## src/rtl/core/scalar_kalman_smoother_defines.svh

```systemverilog
// Assertion macros used by the scalar Kalman smoother top module.
`ifndef SCALAR_KALMAN_SMOOTHER_DEFINES_SVH
`define SCALAR_KALMAN_SMOOTHER_DEFINES_SVH

// Check a property on every rising edge of clk_i outside reset.
`define SKF_ASSERT(label, prop, msg) \
  label: assert property (@(posedge clk_i) disable iff (!rst_ni) (prop)) else $error(msg);

// Check that a condition implies another in the following cycle.
`define SKF_ASSERT_NEXT(label, ante, cons, msg) \
  label: assert property (@(posedge clk_i) disable iff (!rst_ni) (ante) |=> (cons)) \
    else $error(msg);

`endif

```

## src/rtl/core/skf_pkg.sv

```systemverilog
// Shared types and constants of the scalar Kalman smoother.
`timescale 1ns / 1ps
`default_nettype none

package skf_pkg;

  localparam int CHANNELS_DEF    = 4;
  localparam int SAMPLE_BITS_DEF = 16;
  localparam int NOISE_W         = 16;
  localparam int GAIN_W          = 16;
  localparam int CHAN_W          = 2;
  localparam int CFG_IDX_W       = 2;

  localparam logic [NOISE_W-1:0] PROCESS_NOISE_RST = 16'd1311;
  localparam logic [NOISE_W-1:0] MEAS_NOISE_RST    = 16'd6554;

  typedef enum logic [CFG_IDX_W-1:0] {
    REG_PROCESS_NOISE = 2'd0,
    REG_MEAS_NOISE    = 2'd1
  } cfg_reg_e;

  typedef enum logic [1:0] {
    ST_IDLE,
    ST_LOAD,
    ST_DIV,
    ST_FIN
  } state_e;

  typedef struct packed {
    logic start;
    logic force_max;
  } ser_ctrl_t;

  typedef struct packed {
    logic busy;
    logic done;
  } ser_stat_t;

endpackage

`default_nettype wire

```

## src/rtl/core/skf_if.sv

```systemverilog
// Valid/ready stream interfaces for samples in and estimates out.
`timescale 1ns / 1ps
`default_nettype none

interface skf_in_if #(
  parameter int SAMPLE_BITS = skf_pkg::SAMPLE_BITS_DEF
);
  logic                             valid;
  logic                             ready;
  logic signed [SAMPLE_BITS-1:0]    sample;
  logic [skf_pkg::CHAN_W-1:0]       channel;

  modport source (output valid, output sample, output channel, input ready);
  modport sink   (input valid, input sample, input channel, output ready);
endinterface

interface skf_out_if #(
  parameter int SAMPLE_BITS = skf_pkg::SAMPLE_BITS_DEF
);
  logic                             valid;
  logic                             ready;
  logic signed [SAMPLE_BITS-1:0]    estimate;
  logic [skf_pkg::CHAN_W-1:0]       channel_out;

  modport source (output valid, output estimate, output channel_out, input ready);
  modport sink   (input valid, input estimate, input channel_out, output ready);
endinterface

`default_nettype wire

```

## src/rtl/core/scalar_kalman_smoother.sv

```systemverilog
// Scalar Kalman smoother for up to CHANNELS interleaved sample streams, each with its own
// estimate and variance. From its input transfer an item passes LOAD, which reads the
// channel state and forms the predicted variance; DIV, in which a bit-serial restoring divider
// yields one gain bit a cycle while two shift-add accumulators build gain*(sample-old) and
// gain*predicted from those bits, until the divider reports done; and FIN, which updates the
// channel and loads the output register once that register is free. A sample for a channel
// past the last one skips DIV, returns a zero estimate and leaves all state alone. One item
// is in flight at a time; the next input is taken as soon as the result sits in the output
// register. Noise registers are to be written through the cfg port only while the block is
// idle; the user must see to this, as the block itself does not enforce it.
`timescale 1ns / 1ps
`default_nettype none
`include "scalar_kalman_smoother_defines.svh"

module scalar_kalman_smoother #(
  parameter int CHANNELS    = skf_pkg::CHANNELS_DEF,
  parameter int SAMPLE_BITS = skf_pkg::SAMPLE_BITS_DEF
) (
  input  wire logic                              clk_i,
  input  wire logic                              rst_ni,
  input  wire logic                              cfg_we_i,
  input  wire logic [skf_pkg::CFG_IDX_W-1:0]     cfg_idx_i,
  input  wire logic [skf_pkg::NOISE_W-1:0]       cfg_data_i,
  skf_in_if.sink                                 in_i,
  skf_out_if.source                              out_o
);

  localparam int IDX_W  = (CHANNELS > 1) ? $clog2(CHANNELS) : 1;
  localparam int NW     = skf_pkg::NOISE_W;
  localparam int GW     = skf_pkg::GAIN_W;
  localparam int PRED_W = NW + 1;
  localparam int DEN_W  = NW + 2;
  localparam int PD_W   = SAMPLE_BITS + 1 + GW;
  localparam int PP_W   = PRED_W + GW;

  skf_pkg::state_e                 state_q, state_d;
  logic [NW-1:0]                   pn_q, mn_q;
  logic signed [SAMPLE_BITS-1:0]   sample_q;
  logic [skf_pkg::CHAN_W-1:0]      chan_q;
  logic                            out_valid_q;
  logic signed [SAMPLE_BITS-1:0]   out_est_q;
  logic [skf_pkg::CHAN_W-1:0]      out_chan_q;

  logic                            in_xfer, chan_ok, out_load, st_wr;
  logic [IDX_W-1:0]                idx;
  logic signed [SAMPLE_BITS-1:0]   rd_est;
  logic [NW-1:0]                   rd_var;
  logic [PRED_W-1:0]               pred, ser_pred;
  logic [DEN_W-1:0]                denom;
  logic signed [SAMPLE_BITS:0]     diff;
  logic signed [PD_W-1:0]          prod_diff;
  logic [PP_W-1:0]                 prod_pred;
  logic signed [SAMPLE_BITS+1:0]   est_sum;
  logic signed [SAMPLE_BITS-1:0]   new_est;
  logic [PP_W-1:0]                 var_diff;
  logic [PRED_W-1:0]               var_full;
  logic [NW-1:0]                   new_var;
  skf_pkg::ser_ctrl_t              ser_ctrl;
  skf_pkg::ser_stat_t              ser_stat;

  assign in_xfer    = in_i.valid && in_i.ready;
  assign in_i.ready = state_q == skf_pkg::ST_IDLE;
  assign chan_ok    = 32'(chan_q) < CHANNELS;
  assign idx        = IDX_W'(chan_q);

  // Noise registers
  always_ff @(posedge clk_i or negedge rst_ni) begin
    if (!rst_ni) begin
      pn_q <= skf_pkg::PROCESS_NOISE_RST;
      mn_q <= skf_pkg::MEAS_NOISE_RST;
    end else if (cfg_we_i) begin
      unique case (cfg_idx_i)
        skf_pkg::REG_PROCESS_NOISE: pn_q <= cfg_data_i;
        skf_pkg::REG_MEAS_NOISE:    mn_q <= cfg_data_i;
        default: ;
      endcase
    end
  end

  // Capture the accepted item
  always_ff @(posedge clk_i) begin
    if (in_xfer) begin
      sample_q <= in_i.sample;
      chan_q   <= in_i.channel;
    end
  end

  skf_store #(
    .CHANNELS    (CHANNELS),
    .SAMPLE_BITS (SAMPLE_BITS)
  ) u_store (
    .clk_i    (clk_i),
    .rst_ni   (rst_ni),
    .idx_i    (idx),
    .wr_en_i  (st_wr),
    .wr_est_i (new_est),
    .wr_var_i (new_var),
    .rd_est_o (rd_est),
    .rd_var_o (rd_var)
  );

  // Predict the variance and form the divider and multiplier operands
  assign pred  = PRED_W'(rd_var) + PRED_W'(pn_q);
  assign denom = DEN_W'(pred) + DEN_W'(mn_q);
  assign diff  = (SAMPLE_BITS + 1)'(sample_q) - (SAMPLE_BITS + 1)'(rd_est);

  // Zero measurement noise pins the gain at its largest value
  assign ser_ctrl.start     = (state_q == skf_pkg::ST_LOAD) && chan_ok;
  assign ser_ctrl.force_max = mn_q == '0;

  skf_serial #(
    .SAMPLE_BITS (SAMPLE_BITS)
  ) u_serial (
    .clk_i       (clk_i),
    .rst_ni      (rst_ni),
    .ctrl_i      (ser_ctrl),
    .pred_i      (pred),
    .denom_i     (denom),
    .diff_i      (diff),
    .stat_o      (ser_stat),
    .pred_o      (ser_pred),
    .prod_diff_o (prod_diff),
    .prod_pred_o (prod_pred)
  );

  // New estimate: old plus the floored product, always between old and sample
  assign est_sum = (SAMPLE_BITS + 2)'(rd_est)
                 + (SAMPLE_BITS + 2)'($signed(prod_diff[PD_W-1:GW]));
  assign new_est = $signed(est_sum[SAMPLE_BITS-1:0]);

  // New variance: (1 - gain) * predicted, truncated and capped
  assign var_diff = {ser_pred, {GW{1'b0}}} - prod_pred;
  assign var_full = var_diff[PP_W-1:GW];
  assign new_var  = var_full[PRED_W-1] ? {NW{1'b1}} : var_full[NW-1:0];

  assign out_load = (state_q == skf_pkg::ST_FIN) && (!out_valid_q || out_o.ready);
  assign st_wr    = out_load && chan_ok;

  // Sequence one item at a time
  always_comb begin
    state_d = state_q;
    unique case (state_q)
      skf_pkg::ST_IDLE: if (in_xfer) state_d = skf_pkg::ST_LOAD;
      skf_pkg::ST_LOAD: state_d = chan_ok ? skf_pkg::ST_DIV : skf_pkg::ST_FIN;
      skf_pkg::ST_DIV:  if (ser_stat.done) state_d = skf_pkg::ST_FIN;
      skf_pkg::ST_FIN:  if (out_load) state_d = skf_pkg::ST_IDLE;
      default:          state_d = skf_pkg::ST_IDLE;
    endcase
  end

  always_ff @(posedge clk_i or negedge rst_ni) begin
    if (!rst_ni) begin
      state_q <= skf_pkg::ST_IDLE;
    end else begin
      state_q <= state_d;
    end
  end

  // Output register: hold the result until its transfer
  always_ff @(posedge clk_i or negedge rst_ni) begin
    if (!rst_ni) begin
      out_valid_q <= 1'b0;
    end else if (out_load) begin
      out_valid_q <= 1'b1;
    end else if (out_o.ready) begin
      out_valid_q <= 1'b0;
    end
  end

  always_ff @(posedge clk_i) begin
    if (out_load) begin
      out_est_q  <= chan_ok ? new_est : '0;
      out_chan_q <= chan_q;
    end
  end

  assign out_o.valid       = out_valid_q;
  assign out_o.estimate    = out_est_q;
  assign out_o.channel_out = out_chan_q;

  `SKF_ASSERT(a_done_in_div, !ser_stat.done || (state_q == skf_pkg::ST_DIV),
              "serial unit finished outside the divide phase")
  `SKF_ASSERT(a_busy_in_div, !ser_stat.busy || (state_q == skf_pkg::ST_DIV),
              "serial unit busy outside the divide phase")
  `SKF_ASSERT(a_no_overwrite, !out_load || !out_valid_q || out_o.ready,
              "result loaded over a pending output")
  `SKF_ASSERT_NEXT(a_xfer_loads, in_xfer, state_q == skf_pkg::ST_LOAD,
                   "input transfer did not start the load phase")

endmodule

`default_nettype wire

```

## src/rtl/core/skf_store.sv

```systemverilog
// Per-channel estimate and variance registers.
`timescale 1ns / 1ps
`default_nettype none

module skf_store #(
  parameter int CHANNELS    = skf_pkg::CHANNELS_DEF,
  parameter int SAMPLE_BITS = skf_pkg::SAMPLE_BITS_DEF,
  localparam int IDX_W      = (CHANNELS > 1) ? $clog2(CHANNELS) : 1
) (
  input  wire logic                               clk_i,
  input  wire logic                               rst_ni,
  input  wire logic [IDX_W-1:0]                   idx_i,
  input  wire logic                               wr_en_i,
  input  wire logic signed [SAMPLE_BITS-1:0]      wr_est_i,
  input  wire logic [skf_pkg::NOISE_W-1:0]        wr_var_i,
  output      logic signed [SAMPLE_BITS-1:0]      rd_est_o,
  output      logic [skf_pkg::NOISE_W-1:0]        rd_var_o
);

  logic signed [SAMPLE_BITS-1:0]     est_q [CHANNELS];
  logic [skf_pkg::NOISE_W-1:0]       var_q [CHANNELS];
  logic                              idx_ok;

  assign idx_ok = 32'(idx_i) < CHANNELS;

  // Read the selected channel; an index past the last channel reads zero
  always_comb begin
    rd_est_o = '0;
    rd_var_o = '0;
    if (idx_ok) begin
      rd_est_o = est_q[idx_i];
      rd_var_o = var_q[idx_i];
    end
  end

  // Update the selected channel at the end of an item
  always_ff @(posedge clk_i or negedge rst_ni) begin
    if (!rst_ni) begin
      for (int i = 0; i < CHANNELS; i++) begin
        est_q[i] <= '0;
        var_q[i] <= '0;
      end
    end else if (wr_en_i && idx_ok) begin
      est_q[idx_i] <= wr_est_i;
      var_q[idx_i] <= wr_var_i;
    end
  end

endmodule

`default_nettype wire

```

## src/rtl/core/skf_serial.sv

```systemverilog
// Bit-serial gain divider with two MSB-first shift-add multipliers fed by the quotient bits.
`timescale 1ns / 1ps
`default_nettype none

module skf_serial #(
  parameter int SAMPLE_BITS = skf_pkg::SAMPLE_BITS_DEF,
  localparam int PRED_W     = skf_pkg::NOISE_W + 1,
  localparam int DEN_W      = skf_pkg::NOISE_W + 2,
  localparam int PD_W       = SAMPLE_BITS + 1 + skf_pkg::GAIN_W,
  localparam int PP_W       = PRED_W + skf_pkg::GAIN_W
) (
  input  wire logic                         clk_i,
  input  wire logic                         rst_ni,
  input  wire skf_pkg::ser_ctrl_t           ctrl_i,
  input  wire logic [PRED_W-1:0]            pred_i,
  input  wire logic [DEN_W-1:0]             denom_i,
  input  wire logic signed [SAMPLE_BITS:0]  diff_i,
  output      skf_pkg::ser_stat_t           stat_o,
  output      logic [PRED_W-1:0]            pred_o,
  output      logic signed [PD_W-1:0]       prod_diff_o,
  output      logic [PP_W-1:0]              prod_pred_o
);

  localparam int REM_W  = DEN_W + 1;
  localparam int STEP_W = $clog2(skf_pkg::GAIN_W);

  logic [REM_W-1:0]            rem_q, rem_d, rem_sh, den_ext;
  logic [PRED_W-1:0]           pred_q;
  logic [DEN_W-1:0]            denom_q;
  logic signed [SAMPLE_BITS:0] diff_q;
  logic                        force_q;
  logic signed [PD_W-1:0]      accd_q, accd_d;
  logic [PP_W-1:0]             accp_q, accp_d;
  logic [STEP_W-1:0]           cnt_q;
  logic                        busy_q, done_q;
  logic                        ge, qbit, last;

  // One restoring division step yields the next gain bit, MSB first
  assign rem_sh  = {rem_q[REM_W-2:0], 1'b0};
  assign den_ext = {1'b0, denom_q};
  assign ge      = rem_sh >= den_ext;
  assign qbit    = force_q | ge;
  assign rem_d   = ge ? (rem_sh - den_ext) : rem_sh;

  // Fold the gain bit into both products
  assign accd_d = (accd_q <<< 1) + (qbit ? PD_W'(diff_q) : PD_W'(0));
  assign accp_d = {accp_q[PP_W-2:0], 1'b0} + (qbit ? PP_W'(pred_q) : PP_W'(0));

  assign last = cnt_q == STEP_W'(skf_pkg::GAIN_W - 1);

  // Step counter and handshake flags
  always_ff @(posedge clk_i or negedge rst_ni) begin
    if (!rst_ni) begin
      busy_q <= 1'b0;
      done_q <= 1'b0;
      cnt_q  <= '0;
    end else begin
      done_q <= 1'b0;
      if (ctrl_i.start) begin
        busy_q <= 1'b1;
        cnt_q  <= '0;
      end else if (busy_q) begin
        cnt_q <= cnt_q + 1'b1;
        if (last) begin
          busy_q <= 1'b0;
          done_q <= 1'b1;
        end
      end
    end
  end

  // Operands and shift registers
  always_ff @(posedge clk_i) begin
    if (ctrl_i.start) begin
      rem_q   <= REM_W'(pred_i);
      pred_q  <= pred_i;
      denom_q <= denom_i;
      diff_q  <= diff_i;
      force_q <= ctrl_i.force_max;
      accd_q  <= '0;
      accp_q  <= '0;
    end else if (busy_q) begin
      rem_q  <= rem_d;
      accd_q <= accd_d;
      accp_q <= accp_d;
    end
  end

  assign stat_o.busy = busy_q;
  assign stat_o.done = done_q;
  assign pred_o      = pred_q;
  assign prod_diff_o = accd_q;
  assign prod_pred_o = accp_q;

endmodule

`default_nettype wire

```

## src/flat_wrapper.sv

```systemverilog
// flat-port wrapper written by rule: the top's interface ports become plain ports
module scalar_kalman_smoother_flat 
#(
  parameter int CHANNELS    = skf_pkg::CHANNELS_DEF,
  parameter int SAMPLE_BITS = skf_pkg::SAMPLE_BITS_DEF
)
  (clk_i, rst_ni, cfg_we_i, cfg_idx_i, cfg_data_i, in_i_valid, in_i_sample, in_i_channel, in_i_ready, out_o_valid, out_o_estimate, out_o_channel_out, out_o_ready);
  skf_in_if #(.SAMPLE_BITS(SAMPLE_BITS)) in_i_i ();
  skf_out_if #(.SAMPLE_BITS(SAMPLE_BITS)) out_o_i ();
  input  wire logic clk_i;
  input  wire logic rst_ni;
  input  wire logic cfg_we_i;
  input  wire logic [skf_pkg::CFG_IDX_W-1:0] cfg_idx_i;
  input  wire logic [skf_pkg::NOISE_W-1:0] cfg_data_i;
  input wire logic [$bits(in_i_i.valid)-1:0] in_i_valid;
  input wire logic [$bits(in_i_i.sample)-1:0] in_i_sample;
  input wire logic [$bits(in_i_i.channel)-1:0] in_i_channel;
  output wire logic [$bits(in_i_i.ready)-1:0] in_i_ready;
  output wire logic [$bits(out_o_i.valid)-1:0] out_o_valid;
  output wire logic [$bits(out_o_i.estimate)-1:0] out_o_estimate;
  output wire logic [$bits(out_o_i.channel_out)-1:0] out_o_channel_out;
  input wire logic [$bits(out_o_i.ready)-1:0] out_o_ready;
  assign in_i_i.valid = in_i_valid;
  assign in_i_i.sample = in_i_sample;
  assign in_i_i.channel = in_i_channel;
  assign in_i_ready = in_i_i.ready;
  assign out_o_valid = out_o_i.valid;
  assign out_o_estimate = out_o_i.estimate;
  assign out_o_channel_out = out_o_i.channel_out;
  assign out_o_i.ready = out_o_ready;
  scalar_kalman_smoother #(.CHANNELS(CHANNELS), .SAMPLE_BITS(SAMPLE_BITS)) u_core (.clk_i(clk_i), .rst_ni(rst_ni), .cfg_we_i(cfg_we_i), .cfg_idx_i(cfg_idx_i), .cfg_data_i(cfg_data_i), .in_i(in_i_i), .out_o(out_o_i));
endmodule
```

## config.mk

```make
export PLATFORM = sky130hd
export DESIGN_NAME = scalar_kalman_smoother_flat
export DESIGN_NICKNAME = d
export VERILOG_FILES = /design/src/rtl/core/skf_pkg.sv /design/src/rtl/core/skf_if.sv /design/src/rtl/core/scalar_kalman_smoother.sv /design/src/rtl/core/skf_store.sv /design/src/rtl/core/skf_serial.sv /design/src/flat_wrapper.sv
export VERILOG_INCLUDE_DIRS = /design/src /design/src/rtl/core
export SDC_FILE = /design/constraint.sdc
export NUM_CORES = 1
export LEC_CHECK = 0
export BUFFER_PORTS_ARGS = -buffer_cell sky130_fd_sc_hd__buf_4
export CELL_PAD_IN_SITES_DETAIL_PLACEMENT = 1
export CELL_PAD_IN_SITES_GLOBAL_PLACEMENT = 1
export CORE_UTILIZATION = 40
export DETAILED_ROUTE_END_ITERATION = 10
export GPL_ROUTABILITY_DRIVEN = 0
export GPL_TIMING_DRIVEN = 0
export PLACE_DENSITY = 0.73
export SLEW_MARGIN = 20
export SYNTH_ARGS = -nofsm -noshare
export SYNTH_HDL_FRONTEND = slang
export SYNTH_SLANG_ARGS = --single-unit
```

## constraint.sdc

```tcl
create_clock -name clk_i -period 10.2 [get_ports clk_i]
set_input_delay 1.02 -clock clk_i [delete_from_list [all_inputs] [get_ports clk_i]]
set_output_delay 1.02 -clock clk_i [all_outputs]
set_load 0.005 [all_outputs]
```

**Yosys cells after proc, flatten, opt, wreduce, memory -nomap -nowiden**

Cells that the tools add are included.

- Logic and storage cells: 92
- Flip-flop bits (word level): 341
- Bits of input ports: 41

- Equal/unequal tests: 8
- $add $sub $neg: 9
- Muxes and demuxes: 30
- Reduce and logical (&&, ||, !) cells: 13
- Bitwise gates (word level): 2
- $lt $le $gt $ge: 3

Operators by type and width:

| kind | number |
|---|---|
| bitwise mux 64 bit | 2 |
| 2-to-1 mux 16 bit | 6 |
| binary-select mux 16 bit (select 2 bit) | 2 |
| 2-to-1 mux 17 bit | 3 |
| adder 33 x 17 -> 33 bit | 1 |
| subtractor 33 bit | 1 |
| adder 32 bit | 1 |
| demux 16 bit (select 2 bit) | 1 |
| 2-to-1 mux 32 bit | 1 |
| greater-or-equal comparator 19 x 18 -> 1 bit | 1 |
| adder 17 x 16 -> 18 bit | 1 |
| 2-to-1 mux 18 bit | 1 |
| subtractor 18 bit | 1 |
| adder 16 x 16 -> 17 bit | 1 |
| subtractor 16 x 16 -> 17 bit | 1 |
| adder 16 bit | 1 |
| logical NOT 16 bit | 1 |
| 2-to-1 mux 1 bit | 8 |
| 2-to-1 mux 4 bit | 2 |
| case mux 2 bit (4 select lines) | 1 |
| 2-to-1 mux 2 bit | 3 |
| adder 4 x 1 -> 4 bit, second input constant | 1 |
| == test 2 x 1 -> 1 bit, second input constant | 2 |
| == test 2 bit, second input constant | 2 |
| 14 further kinds | 20 |

**Depth between registers and ports, before layout**

- Depth after elaboration: 6
- Gate-level depth with buffers: 23
- Gate-level depth less buffers: 21

**Hierarchy**

Synthesis repeated with hierarchy kept, for this count alone.

- Cell total of the unflattened synthesis: 1833
- Area total of the unflattened synthesis: 20075.5 µm²

By module, submodules not included:

| module | cells an instance | area an instance (µm²) | times used |
|---|---|---|---|
| skf_serial | 898 | 8510.7 | 1 |
| scalar_kalman_smoother | 623 | 6003.3 | 1 |
| skf_store | 312 | 5561.6 | 1 |

**Worst setup path after synthesis**

OpenSTA, ideal clock, no wires.

- Kind: reg2reg
- Start point: reg u_core.chan_q[0] in the netlist's numbering
- End point: reg u_core.u_serial.denom_q[15] (data pin)
- Stages on the path, launching flop included: 20
- Period minus slack after synthesis: 5.367 ns
- Data arrival time: 5.109 ns
- Required time: 9.942 ns
- Library setup time: 0.258 ns
- Path buffers: 2
- Slack: 4.833 ns
- Path through: edfxtp_1 -> buf_1 -> buf_1 -> mux4_2 -> ha_1 -> fa_1 -> a21o_1 -> a21o_1 -> a21oi_1 -> o21ai_0 -> a41oi_1 -> nor2b_1 -> xnor2_1 -> ha_1 -> or2_2 -> o211ai_1 -> nor2_1 -> or4_1 -> a21oi_1 -> xnor2_1

- Longest elaborated chain between the ends: 6

RTL lines:

| item | line | source |
|---|---|---|
| start: declaration | scalar_kalman_smoother.sv:39 | `logic [skf_pkg::CHAN_W-1:0] chan_q;` |
| start signal: assignment | scalar_kalman_smoother.sv:84 | `chan_q <= in_i.channel;` |
| NOT 2 -> 3 bit (implied by the code) | skf_store.sv:32 | `rd_var_o = var_q[idx_i];` |
| binary-select mux 16 bit (select 2 bit) | skf_store.sv:32 |  |
| 2-to-1 mux 16 bit (implied by the code) (2 in series) | skf_store.sv:32 |  |
| adder 16 x 16 -> 17 bit | scalar_kalman_smoother.sv:103 | `assign pred = PRED_W'(rd_var) + PRED_W'(pn_q);` |
| net u_core.pred[10] | scalar_kalman_smoother.sv:48 | `logic [PRED_W-1:0] pred, ser_pred;` |
| adder 17 x 16 -> 18 bit | scalar_kalman_smoother.sv:104 | `assign denom = DEN_W'(pred) + DEN_W'(mn_q);` |
| net u_core.denom[15] | scalar_kalman_smoother.sv:49 | `logic [DEN_W-1:0] denom;` |
| end signal: assignment | skf_serial.sv:77 | `denom_q <= denom_i;` |
| end: declaration | skf_serial.sv:29 | `logic [DEN_W-1:0] denom_q;` |

The timed path passes the listed nets, and every way through them passes these cells. The select of a mux whose other input is x is not followed.
A chain may end at the register's enable or synchronous reset.

**Worst setup path in the final report**

Ends and elaborated chain as after synthesis.

==> results.yml <==
worst_setup_path:
  r2r_cells: 19
  arrival_ns: 6.93
  end_kind: "flip-flop"
  critPathMaxFanout: 10
  startpoint_type: "flip-flop"
  path_class: "reg2reg"
  cp_data_required_time_ns: 10.50
routing:
  drt-total-wl_um: 57200
  drt-wirelength-per-cell_um: 21.1
  viasPerCell: 5.58
  drt-pass1-iter-count: 7
  drc: 0
  vias: 15200
  dr.first_iter.drc_count: 902
  drtAntennaViolNets: 0
synth:
  synthTopCellsByArea: "dfrtp_1 (20%), edfxtp_1 (16%), ha_1 (8.5%), dfxtp_1 (6.7%), xnor2_1 (4.5%)"
  yosys_warnings: 0
  yosys.area.top_type: "dfrtp_1"
  synth_xor_area_share_pct: 5.97
  synthMuxAreaShare_pct: 9.55
  syn_inst: 1926
  synth_compound_area_share_pct: 13.3
  syn_avg_cell_area_sq_um: 10.2
  synth_cell_types: 84
  netlist_area_sq_um: 19700
  seq_area_frac_synth_pct: 44.5
  synth_top_flop_cell: "dfrtp_1"
  synth_top_family_by_area: "simple AND/OR/NAND/NOR gates"
  synth-edff-count: 106
  yosys.area_share.simple_pct: 14.1
  syn-num-nets: 2107
  yosysTopAreaCellShare_pct: 19.7
  synthArstFlopShare_pct: 49.6
  ys_ff_latch: 341
  synth_fa_ha_area_share_pct: 9.18
floorplan:
  start_util_pct: 40.8
  rows: 80
  core-area_sq_um: 48100
  fp.dieArea_sq_um: 50000
  ios: 61
  die_w_um: 224
  die_height_um: 224
finish:
  multiInputGateArea_sq_um: 10300
  final_layout_size_suffix_gt1_share_pct: 13.0
  mostFrequentLayoutCell: "nand2_1"
  finalNetCount: 2210
  register_area_sq_um: 8750
  fillCellCount: 5393
  layout.cells.non_filler: 2717
  syn2layout_area_growth_pct: 13.5
  final_cell_mix: "nand2_1 (198), nor2_1 (158), dfrtp_1 (155), ha_1 (132), edfxtp_1 (106)"
  fin_util_pct: 46.3
clocking:
  clock_latency_ns: 0.58
  root_buffer: "clkbuf_16"
  postCtsResizedCells: 0
  clockBufferDepth: 3
  htreeDepth: 2
  ctsHoldBuffers: 0
  cts-buffers-inserted: 39
  clk_pin_slew_ns: 0.06
  cts_setup_buffers: 0
  cts_tree: "built"
  clock-sinks: 341
global_routing:
  grt_use_met2_pct: 38.2
  antenna_found_initial: 1
  grt_pass1_vias: 16200
  grt_pass1_wl_um: 90600
  met3_usage_pct: 3.41
  grt_use_total_pct: 23.2
  overflow: 0
  grt_max_degree: 86
  met1_usage_pct: 31.1
  top_usage_layer: "met2"
place:
  numPortBuffers: 60
  hpwl_um: 42900
  dp.cells: 2644
timing:
  tightestPinTransition_ns: 1.03
  rsz0062_at_grt: "false"
  finClkSkew_ns: 0.0275
  slew_headroom_pct: 31.5
  drv_slew: 0
  fin_setup_tns_ns: 0
  fin_crit_sh_pct: 65.0
  max_freq_ghz: 0.151
  fin_crit_ns: 6.63
  hold_viol_final: 0
  setup_viol: 0
  whs_ns: 0.401
flow_run:
  drv_cap: 0
status:
  status: "completed"
worst_hold_path:
  hold_class: "in2async"
## worst max-delay path, cell delays in order (launching register included)
cell,delay [ns]
edfxtp_1,0.44
buf_1,0.47
buf_1,0.82
mux4_2,0.67
ha_1,0.30
a21o_1,0.18
a21o_1,0.20
a21oi_1,0.29
o21ai_0,0.23
a21oi_1,0.22
xnor2_1,0.35
ha_1,0.42
and2_1,0.19
o21ai_0,0.15
o31ai_1,0.12
o211ai_1,0.34
nor2_1,0.09
or4_1,0.53
a21oi_1,0.24
xnor2_1,0.10
## Yosys cell counts (all sizes together), types with 6 or more instances
library cell  instances
o31a                  6
ha                  133
a21boi                8
o21a                 17
inv                 105
buf                  13
fa                    7
nor2b                21
a21oi                98
edfxtp              106
dfstp                14
xor2                 32
nand2b               12
mux4                 32
o21ai               129
dfxtp                66
clkbuf               55
nand3                41
o22ai                15
and3                 17
dfrtp               155
nor4                 17
a21o                 35
nand4                15
nor3                 32
o211ai                8
a31oi                15
o31ai                15
a211oi               19
mux2                 76
or3                  12
nand2               198
o21bai                6
xnor2               102
nor2                158
and2                 41
mux2i                30
## registers in the layout, indices dropped and copies added (netlist names), 4 cells and up
register and count:
u_core.pn_q 16, u_core.sample_q 16, u_core.u_store.var_q 64, u_core.out_o.estimate 16, u_core.u_serial.rem_q 18, u_core.u_serial.denom_q 18
u_core.u_serial.diff_q 17, u_core.u_serial.pred_o 17, u_core.u_serial.cnt_q 4, u_core.mn_q 16, u_core.u_serial.prod_diff_o 32, u_core.u_serial.prod_pred_o 33
u_core.u_store.est_q 64
## final timing paths
| kind | startpoint | slack, ns | to |
|---|---|---|---|
| setup reg to reg | u_core.chan_q[0] | 3.57 | u_core.u_serial.denom_q[15] |
| min in group clk_i | u_core.u_serial.prod_pred_o[32] | 0.47 | u_core.u_serial.prod_pred_o[32] |
| hold reg to reg | u_core.u_serial.prod_pred_o[32] | 0.47 | u_core.u_serial.prod_pred_o[32] |
| setup / recovery | u_core.chan_q[0] | 3.57 | u_core.u_serial.denom_q[15] |
| max in group asynchronous | rst_ni | 8.88 | u_core.u_store.var_q[59] |
| hold / removal | rst_ni | 0.40 | u_core.u_serial.cnt_q[1] |
## kinds of logic (layout without fill, tap and decap cells)
kind of cell,Yosys count,in the layout
buffers and inverters,174,308
and+or+nand+nor,590,590
adders and majority gates,140,140
AOI/OAI and AO/OA,409,409
other,0,1
DFF,341,341
muxes,138,138
xor gates and xnor gates,134,134
## routing by layer
| metal | part of all wire, % | routed length [um] |
|---|---|---|
| met5 | 0 | 0 |
| met4 | 3.3 | 1920 |
| met3 | 3.9 | 2250 |
| met2 | 47 | 27000 |
| met1 | 46 | 26100 |
## stage by stage
stage          area [sq um]  worst slack (ns)
6_report              22300              3.57
5_1_grt               22300              3.16
4_1_cts               22300              3.53
3_5_place_dp          21000              3.61
3_3_place_gp          20900              3.86
2_1_floorplan         19700              4.83
## cell type report
type,instances,share of cell area [%]
Clock buffer,58,4.96
Sequential cell,341,39.2
Clock inverter,14,0.841
Inverter,106,1.78
Timing Repair Buffer,62,2.30
Antenna cell,1,0.0112
Tap cell,656,3.68
Buffer,68,1.22
Multi-Input combinational cell,1411,46.0
Power is not shown: default switching activity piles up to over one toggle a cycle in this logic, so the estimate is an artifact.
